<file path="src/rtl/tq_pkg.sv">
// ----------------------------------------------------------------------------
// tq_pkg
// Shared constants, result codes and controller/datapath interface types for
// the team queue.
// ----------------------------------------------------------------------------
package tq_pkg;

  localparam int unsigned DEF_CAPACITY     = 256;
  localparam int unsigned DEF_TEAMS        = 16;
  localparam int unsigned DEF_ELEMENT_BITS = 20;

  localparam int unsigned ELEM_FIELD_W   = 20;
  localparam int unsigned TEAM_FIELD_W   = 4;
  localparam int unsigned STATUS_W       = 2;
  localparam int unsigned TEAM_CODES     = 1 << TEAM_FIELD_W;

  typedef logic [STATUS_W-1:0] status_t;

  localparam logic    CMD_ENQ = 1'b0;
  localparam logic    CMD_DEQ = 1'b1;

  localparam status_t ST_ENQUEUED = 2'd0;
  localparam status_t ST_DEQUEUED = 2'd1;
  localparam status_t ST_EMPTY    = 2'd2;
  localparam status_t ST_FULL     = 2'd3;

  typedef struct packed {
    logic accept;
    logic rd_team;
    logic rd_slot;
    logic commit_enq;
    logic commit_deq;
    logic commit_flag;
  } dp_cmd_t;

  typedef struct packed {
    logic init_done;
    logic empty;
    logic full;
    logic out_free;
  } dp_status_t;

endpackage

</file>
<file path="src/rtl/tq_ctrl.sv">
// ----------------------------------------------------------------------------
// tq_ctrl
// Sequencer for the team queue: takes one item at a time and steps the
// datapath through its memory reads and the final commit.
// ----------------------------------------------------------------------------
module tq_ctrl (
  input  logic                clk,
  input  logic                rst_n,
  input  logic                in_valid,
  input  logic                in_command,
  output logic                in_stall,
  input  tq_pkg::dp_status_t  sts,
  output tq_pkg::dp_cmd_t     cmd
);
  import tq_pkg::*;

  localparam logic [2:0] S_INIT = 3'd0;
  localparam logic [2:0] S_IDLE = 3'd1;
  localparam logic [2:0] S_ENQ  = 3'd2;
  localparam logic [2:0] S_FLAG = 3'd3;
  localparam logic [2:0] S_DQ_T = 3'd4;
  localparam logic [2:0] S_DQ_S = 3'd5;
  localparam logic [2:0] S_DQ_C = 3'd6;

  logic [2:0] state_r;
  logic [2:0] state_nxt;

  always_comb begin
    state_nxt = state_r;
    cmd       = '0;
    case (state_r)
      S_INIT: begin
        if (sts.init_done) state_nxt = S_IDLE;
      end
      S_IDLE: begin
        if (in_valid) begin
          cmd.accept = 1'b1;
          if (in_command == CMD_DEQ) begin
            state_nxt = sts.empty ? S_FLAG : S_DQ_T;
          end else begin
            state_nxt = sts.full ? S_FLAG : S_ENQ;
          end
        end
      end
      S_ENQ: begin
        if (sts.out_free) begin
          cmd.commit_enq = 1'b1;
          state_nxt      = S_IDLE;
        end
      end
      S_FLAG: begin
        if (sts.out_free) begin
          cmd.commit_flag = 1'b1;
          state_nxt       = S_IDLE;
        end
      end
      S_DQ_T: begin
        cmd.rd_team = 1'b1;
        state_nxt   = S_DQ_S;
      end
      S_DQ_S: begin
        cmd.rd_slot = 1'b1;
        state_nxt   = S_DQ_C;
      end
      S_DQ_C: begin
        if (sts.out_free) begin
          cmd.commit_deq = 1'b1;
          state_nxt      = S_IDLE;
        end
      end
      default: begin
        state_nxt = S_INIT;
      end
    endcase
  end

  always_ff @(posedge clk) begin
    if (!rst_n) begin
      state_r <= S_INIT;
    end else begin
      state_r <= state_nxt;
    end
  end

  assign in_stall = (state_r != S_IDLE);

endmodule

</file>
<file path="config.mk">
export PLATFORM = sky130hd
export DESIGN_NAME = tq_ctrl
export DESIGN_NICKNAME = d
export VERILOG_FILES = /design/src/rtl/tq_pkg.sv /design/src/rtl/tq_ctrl.sv
export SDC_FILE = /design/constraint.sdc
export NUM_CORES = 1
export LEC_CHECK = 0
export ABC_AREA = 0
export ABC_CLOCK_PERIOD_IN_PS = 2000
export BUFFER_PORTS_ARGS = -buffer_cell sky130_fd_sc_hd__buf_2
export CAP_MARGIN = 20
export CELL_PAD_IN_SITES_DETAIL_PLACEMENT = 1
export CELL_PAD_IN_SITES_GLOBAL_PLACEMENT = 2
export CORE_AREA = 2 2 39 41
export CTS_CLUSTER_SIZE = 16
export DETAILED_ROUTE_END_ITERATION = 16
export DIE_AREA = 0 0 41 43
export PLACE_DENSITY_LB_ADDON = 0.1
export SYNTH_ARGS = -nofsm -noshare
export SYNTH_HDL_FRONTEND = slang
export SYNTH_SLANG_ARGS = --single-unit
</file>
<file path="constraint.sdc">
create_clock -name clk -period 2 [get_ports clk]
set_input_delay 0.1 -clock clk [delete_from_list [all_inputs] [get_ports clk]]
set_output_delay 0.1 -clock clk [all_outputs]
set_load 0.05 [all_outputs]
</file>
Word level (Yosys, flattened, before mapping). Cells that the tools add are included.

Bits in registers: 3. Input bits: 8. Output and inout bits: 7. Word-level logic and storage cells: 29.

Equal/unequal tests: 10. Multiplexer cells: 15. Reduce and logical (&&, ||, !) cells: 3.

Operators by type and width (number): $mux W3 (5); $pmux W3 S5 (1); $eq A3 B3 Y1 const B (3); $mux W1 (9); $eq A3 B2 Y1 const B (2); $ne A2 B2 Y1 const B (2); $eq A3 B1 Y1 const B (1); $logic_not A3 Y1 (1); $ne A3 B1 Y1 const B (1); $reduce_and A3 Y1 (1); $reduce_or A3 Y1 (1); $ne A2 B1 Y1 const B (1).

Longest topological paths before layout. Gate-level depths: netlist of run 1.

Depth after elaboration: 4. Depth in mapped cells: 4. Depth with buffers taken out: 3.

Worst setup path before layout of run 1. OpenSTA, ideal clock, no wires.

Kind: flip-flop to output port. From: register state_r[0]. To: output cmd[5] (netlist bit). Data arrival time: 1.657 ns. Required time: 1.900 ns. Path slack: 0.243 ns. Stages on the path, launching flop included: 4. Buffers on the path: 0. Cells stage by stage: dfxtp_1 > nor2b_1 > nand2b_1 > nor2_1.

RTL lines: start, declared (line tq_ctrl.sv:25) `logic [2:0] state_r;`; start signal, assigned (line tq_ctrl.sv:81) `state_r <= state_nxt;`; end, declared (line tq_ctrl.sv:13) `output tq_pkg::dp_cmd_t cmd`.

==> impl_metrics.toml, run 1 <==
[status]
status = "completed"

[synth]
synth_area_leaders = "dfxtp_1 25%, nor2_1 9.2%, o21ai_0 6.2%"
syn_avg_cell_area_sq_um = 6.97
synth_top_area_share_pct = 24.6
synth_nets = 43
ys_warn_count = 0
synthCells = 35
ys_seq_elements = 3
synth_area_sq_um = 244
ys_types = 21
ys_seq_area_share_pct = 24.6
yosysTopAreaCell = "dfxtp_1"

[placement]
dpl.hpwl_um = 575
port_buffers = 14
gp_congestion = 0.717
dpl_cell_area_sq_um = 315
dp_cells = 63

[global_route]
grt_max_degree = 11
track_usage_pct = 10.4
overflow = 0
antenna_found_initial = 0
grt_pass1_wl_mm = 1.18
grt_pass1_vias = 295

[setup_path]
r2r_start = "state_r[0]"
r2r_cells = 3
cp.required_ns = 1.90
cp_max_fo = 6
crit_type = "reg2out"
cp-start-kind = "flip-flop"
cp_data_arrival_time_ns = 1.31
endpoint_kind = "output port"
worstSetupStartpoint = "state_r[0]"

[cells_and_area]
area_growth_pct = 40.0
antenna_cells = 0
ff_latch_area_sq_um = 60.1
largest_register_ffs = 3
final_layout_size_suffix_gt1_share_pct = 37.3
final_cells = 67
reg_top3 = "state_r: 3 flops"
layout.nets = 60
design_area_sq_um = 342
fill_cells = 191
finish.utilization_pct = 24.7
multiInputGateArea_sq_um = 154
regMostFlops = "state_r"

[timing]
finClkSkew_ns = 0.000169
hold_viol = 0
relSlewSlack_pct = 78.8
setup_viol = 0
fin_crit_sh_pct = 70.6
fmax_mhz = 709
post-route-min-period_ns = 1.41
worst_slew_pin_slew_ns = 0.318
slew_viol_final = 0
rsz0062_at_grt = "false"
finalSetupTns_ns = 0

[cts]
cts_sinks = 3
cts_buffers = 3
clockBufferDepth = 2
cts-root-buf = "clkbuf_4"
clk_pin_slew_worst_paths_ns = 0.04
insertion_delay_ns = 0.24
cts_tree = "yes"
postCtsSetupRepairBufs = 0
cts_max_level = 1
cts_resized = 0
ctsHoldBuffers = 0

[power_and_ir_drop]
peakVddDrop_mv = 0.160
p_per_area_mw_per_mm2 = 762
leakage_nw = 0.164

[floorplanning]
die_h_um = 43
row_count = 14
initial_core_util_pct = 17.6
die_area_sq_mm = 0.00176
core_area_sq_mm = 0.00138
pin_count = 15
die_x_um = 41

[detailed_routing]
ant_nets = 0
drc = 0
wl_um = 737
viasPerCell = 4.36
drtIter0Drc = 4
num_vias = 292
wire_per_inst_um = 11.0
dr.pass1.iters = 2

[worst_hold_path]
hold_depth = 2
hold_path_class = "in2reg"
worstHoldStart = "rst_n"

[job]
max_cap_violations = 0
synth_stat cells:
master,count
buf_4,1
nor3b_1,1
o31ai_1,1
nand3_1,1
nor2b_1,1
a32o_1,1
nand3b_1,1
mux2i_1,1
inv_2,1
inv_1,2
buf_6,1
nand2b_1,1
mux2_2,1
dfxtp_1,3
a21oi_1,2
nor2_1,6
or2b_1,1
or3_1,1
o21ai_0,3
nor3_1,2
nand2_1,3
worst max-delay path, cell delays in order, from the launching register on:
cell,delay (ns)
dfxtp_1,0.43
nor2b_1,0.20
nand2b_1,0.09
nor2_1,0.09
buf_2,0.26
layout make-up:
| type | count | area share [%] |
|---|---|---|
| clock buffers | 4 | 7.69 |
| inverters | 3 | 3.30 |
| multi-input cells | 27 | 45.1 |
| flip-flops and latches | 3 | 17.6 |
| well taps | 16 | 5.86 |
| repair buffers | 14 | 20.5 |
placed cells by master (no fill, tap or decap), drive strengths merged:
cell type / netlist / final
mux2: 1 / 1
nand3b: 1 / 1
buf: 2 / 14
nor3b: 1 / 1
dfxtp: 3 / 3
or3: 1 / 1
nor2b: 1 / 1
a21oi: 2 / 2
nor2: 6 / 6
mux2i: 1 / 1
o21ai: 3 / 3
o31ai: 1 / 1
nand2: 3 / 3
nor3: 2 / 2
or2b: 1 / 1
clkbuf: 0 / 4
nand3: 1 / 1
inv: 3 / 3
a32o: 1 / 1
nand2b: 1 / 1
power breakdown:
group	switching [mW]	total, mW	internal (mW)	leakage, nW
combinational	0.0484	0.0744	0.0260	0.124
clock	0.0353	0.110	0.0750	0.0150
sequential	0.0103	0.0757	0.0654	0.0246
worst paths after layout:
check                                  end  slack (ns)
worst max-delay path                cmd[5]        0.59
worst min-delay path            state_r[0]        0.16
worst min register to register  state_r[1]        0.61
worst max register to register  state_r[2]        0.73
per-layer routing:
layer / share of wire [%] / track usage, % / vias to the layer above
li1: - / - / 152
met1: 47 / 13.4 / 127
met2: 46 / 12.8 / 11
met3: 4.7 / 0 / 2
met4: 2.6 / 14.0 / 0
met5: 0 / 0 / -
per-stage QoR:
| step | total power [mW] | worst slack [ns] | hold slack, ns |
|---|---|---|---|
| floorplan | 0.131 | 0.243 | 0.253 |
| global placement | 0.152 | 0.791 | 0.397 |
| detailed placement | 0.152 | 0.723 | 0.399 |
| CTS | 0.270 | 0.561 | 0.145 |
| global route | 0.277 | 0.429 | 0.172 |
| finish | 0.260 | 0.589 | 0.160 |
logic make-up (layout without fill, tap and decap cells):
logic type,count (synthesis),after routing,synth area share (%)
DFF,3,3,24.6
and+or+nand+nor,18,18,36.9
muxes,2,2,8.72
buffers and inverters,5,21,12.3
AOI/OAI and AO/OA,7,7,17.4
Note: power is estimated with default switching activity, not from simulation.
==> run 2, diff against run 1 <==
--- a/config.mk
+++ b/config.mk
@@ -6,15 +6,15 @@
 export NUM_CORES = 1
 export LEC_CHECK = 0
 export ABC_AREA = 0
-export ABC_CLOCK_PERIOD_IN_PS = 2000
+export ABC_CLOCK_PERIOD_IN_PS = 1150
 export BUFFER_PORTS_ARGS = -buffer_cell sky130_fd_sc_hd__buf_2
 export CAP_MARGIN = 20
 export CELL_PAD_IN_SITES_DETAIL_PLACEMENT = 1
 export CELL_PAD_IN_SITES_GLOBAL_PLACEMENT = 2
-export CORE_AREA = 2 2 39 41
+export CORE_MARGIN = 2
+export CORE_UTILIZATION = 16
 export CTS_CLUSTER_SIZE = 16
 export DETAILED_ROUTE_END_ITERATION = 16
-export DIE_AREA = 0 0 41 43
 export PLACE_DENSITY_LB_ADDON = 0.1
 export SYNTH_ARGS = -nofsm -noshare
 export SYNTH_HDL_FRONTEND = slang
==> constraint.sdc (replaced) <==
create_clock -name clk -period 1.15 [get_ports clk]
set_input_delay 0.0575 -clock clk [delete_from_list [all_inputs] [get_ports clk]]
set_output_delay 0.0575 -clock clk [all_outputs]
set_load 0.05 [all_outputs]
==> run 2 against run 1 <==
  * Routed wire length up 19%
  * Non-clock buffer count up 6
  * Clock power up 75%
  * Sequential power up 70%
  * Combinational power rose to 3.1 times the previous value
  * Largest power group is now combinational cells
==> impl_metrics.toml, run 2 (synthesis gave the netlist of run 1 again) <==
[cells_and_area]
area_growth_pct = 118
design_area_sq_um = 533
finish.utilization_pct = 36.2
antenna_cells = 0
layout.nets = 66
regMostFlops = "state_r"
final_layout_size_suffix_gt1_share_pct = 68.4
largest_register_ffs = 3
mostFrequentLayoutCell = "buf_2"
reg_top3 = "state_r: 3 flops"
final_cell_mix = "7 x buf_2, 6 x buf_6, 5 x buf_4"
fill_cells = 189

[setup_path]
r2r_setup_slack_ns = 0.05
cpMaxStageDelayCell = "dfxtp_2"
path_cells = "buf_6 > inv_6 > nand2_4 > nor2_4 > buf_8"
cp_data_arrival_time_ns = 1.07
cp_slowest_stage_delay_ns = 0.32
worstSetupStartpoint = "state_r[0]"
crit_end = "cmd[4]"
cp-start-kind = "flip-flop"
cp.required_ns = 1.09
cp_max_fo = 4
endpoint_kind = "output port"
crit_type = "reg2out"
rr_endpoint = "state_r[2]"
r2r_cells = 3
r2r_start = "state_r[1]"

[timing]
worst_slew_pin_slew_ns = 0.189
hold_viol = 0
finalSetupTns_ns = 0
setup_viol = 0
setup_ws_ns = 0.0198
fin_crit_sh_pct = 98.3
relSlewSlack_pct = 87.4
fmax_mhz = 885
slew_viol_final = 0
finClkSkew_ns = 0.00164
rsz0062_at_grt = "true"
post-route-min-period_ns = 1.13

[cts]
cts_buffers = 3
insertion_delay_ns = 0.24
clk_pin_slew_worst_paths_ns = 0.04
cts_tree = "yes"
cts-root-buf = "clkbuf_4"
cts_max_level = 1
clockBufferDepth = 2
cts_sinks = 3

[worst_hold_path]
hold_depth = 3
hold_path_class = "in2reg"

[job]
max_cap_violations = 0

[detailed_routing]
drtIter0Drc = 2
dr.pass1.iters = 4
ant_nets = 0
viasPerCell = 4.56
num_vias = 333
drc = 0
wire_per_inst_um = 12.0
wl_um = 878

[global_route]
overflow = 0
grt_pass1_wl_mm = 1.42
track_usage_pct = 10.2
grt_pass1_vias = 333
antenna_found_initial = 0
grt_max_degree = 11

[power_and_ir_drop]
internal-power_mw = 0.349
p_per_area_mw_per_mm2 = 1040
leakage_nw = 0.228
p_sw_share_pct = 37.0
total_power_mw = 0.554
combinationalPowerShare_pct = 42.2
clkPwrFrac_pct = 34.6
pwr-share-seq_pct = 23.2
peakVddDrop_mv = 0.400
p_sw_mw = 0.205

[placement]
port_buffers = 14
gp_congestion = 0.666
dpl_cell_area_sq_um = 365
dp_slack_ns = -0.0539
dpl.hpwl_um = 645

[floorplanning]
core_area_sq_mm = 0.00147
initial_core_util_pct = 16.6
row_count = 14
die_x_um = 43.1
die_h_um = 43.1
pin_count = 15
die_area_sq_mm = 0.00185

[status]
status = "completed"
run 2: cell count changes in the layout (fill, tap and decap cells not counted), moves of 2 or more:
cell / previous run / this run
buf_2: 14 / 7
buf_6: 0 / 6
buf_4: 0 / 5
nor2_1: 6 / 2
dfxtp_1: 3 / 0
nor2_4: 0 / 3
dfxtp_4: 0 / 2
nand2_1: 3 / 1
nand2_4: 0 / 2
nor3_1: 2 / 0
run 2: final cells by class:
type / instances / area, sq um / area share (%)
Inverter: 3 / 16.3 / 3.05
Timing Repair Buffer: 20 / 163 / 30.5
Tap cell: 16 / 20.0 / 3.76
Clock buffer: 4 / 26.3 / 4.93
Multi-Input combinational cell: 27 / 239 / 44.8
Sequential cell: 3 / 68.8 / 12.9
run 2: how the worst min path moves through the flow:
stage | startpoint | to
6_report | rst_n | state_r[2]
5_1_grt | rst_n | state_r[2]
2_1_floorplan | rst_n | state_r[1]
4_1_cts | rst_n | state_r[2]
3_5_place_dp | rst_n | state_r[0]
3_3_place_gp | rst_n | state_r[1]
run 2: worst max-delay path, delay by kind of cell (launching register included):
family                 cells  cell delay (ns)
buffers and inverters      3             0.35
flip-flops                 1             0.32
AND/OR/NAND/NOR            2             0.17
run 2: power by group through the flow:
stage / clock network [mW] / registers (mW) / logic (mW)
after floorplan: 0 / 0.124 / 0.121
after global routing: 0.210 / 0.131 / 0.252
after global placement: 0 / 0.125 / 0.170
after CTS: 0.197 / 0.129 / 0.211
after detailed placement: 0 / 0.127 / 0.171
final: 0.192 / 0.129 / 0.234
run 2: through the flow:
| stage | cells | hold WS, ns |
|---|---|---|
| 6_report | 73 | 0.0892 |
| 5_1_grt | 73 | 0.0980 |
| 4_1_cts | 71 | 0.0930 |
| 3_5_place_dp | 66 | 0.357 |
| 3_3_place_gp | 66 | 0.354 |
| 2_1_floorplan | 35 | 0.210 |
run 2: per-layer routing:
layer / share of wire, % / GRT usage, % / routed length [um] / vias to the layer above
met5: 0 / 0 / 0 / -
li1: - / - / - / 168
met3: 5.7 / 4.26 / 50 / 0
met1: 47 / 12.8 / 414 / 154
met2: 47 / 16.4 / 414 / 11
met4: 0 / 1.82 / 0 / 0
run 2: timing repair:
| action | in CTS | in global routing |
|---|---|---|
| resized for setup | 25 | 10 |
| buffers inserted | 1 | 2 |
| gates cloned | 0 | 0 |
| hold buffers | 0 | 0 |
| pin swaps | 2 | 4 |
| endpoints found under the setup margin | 9 | 8 |
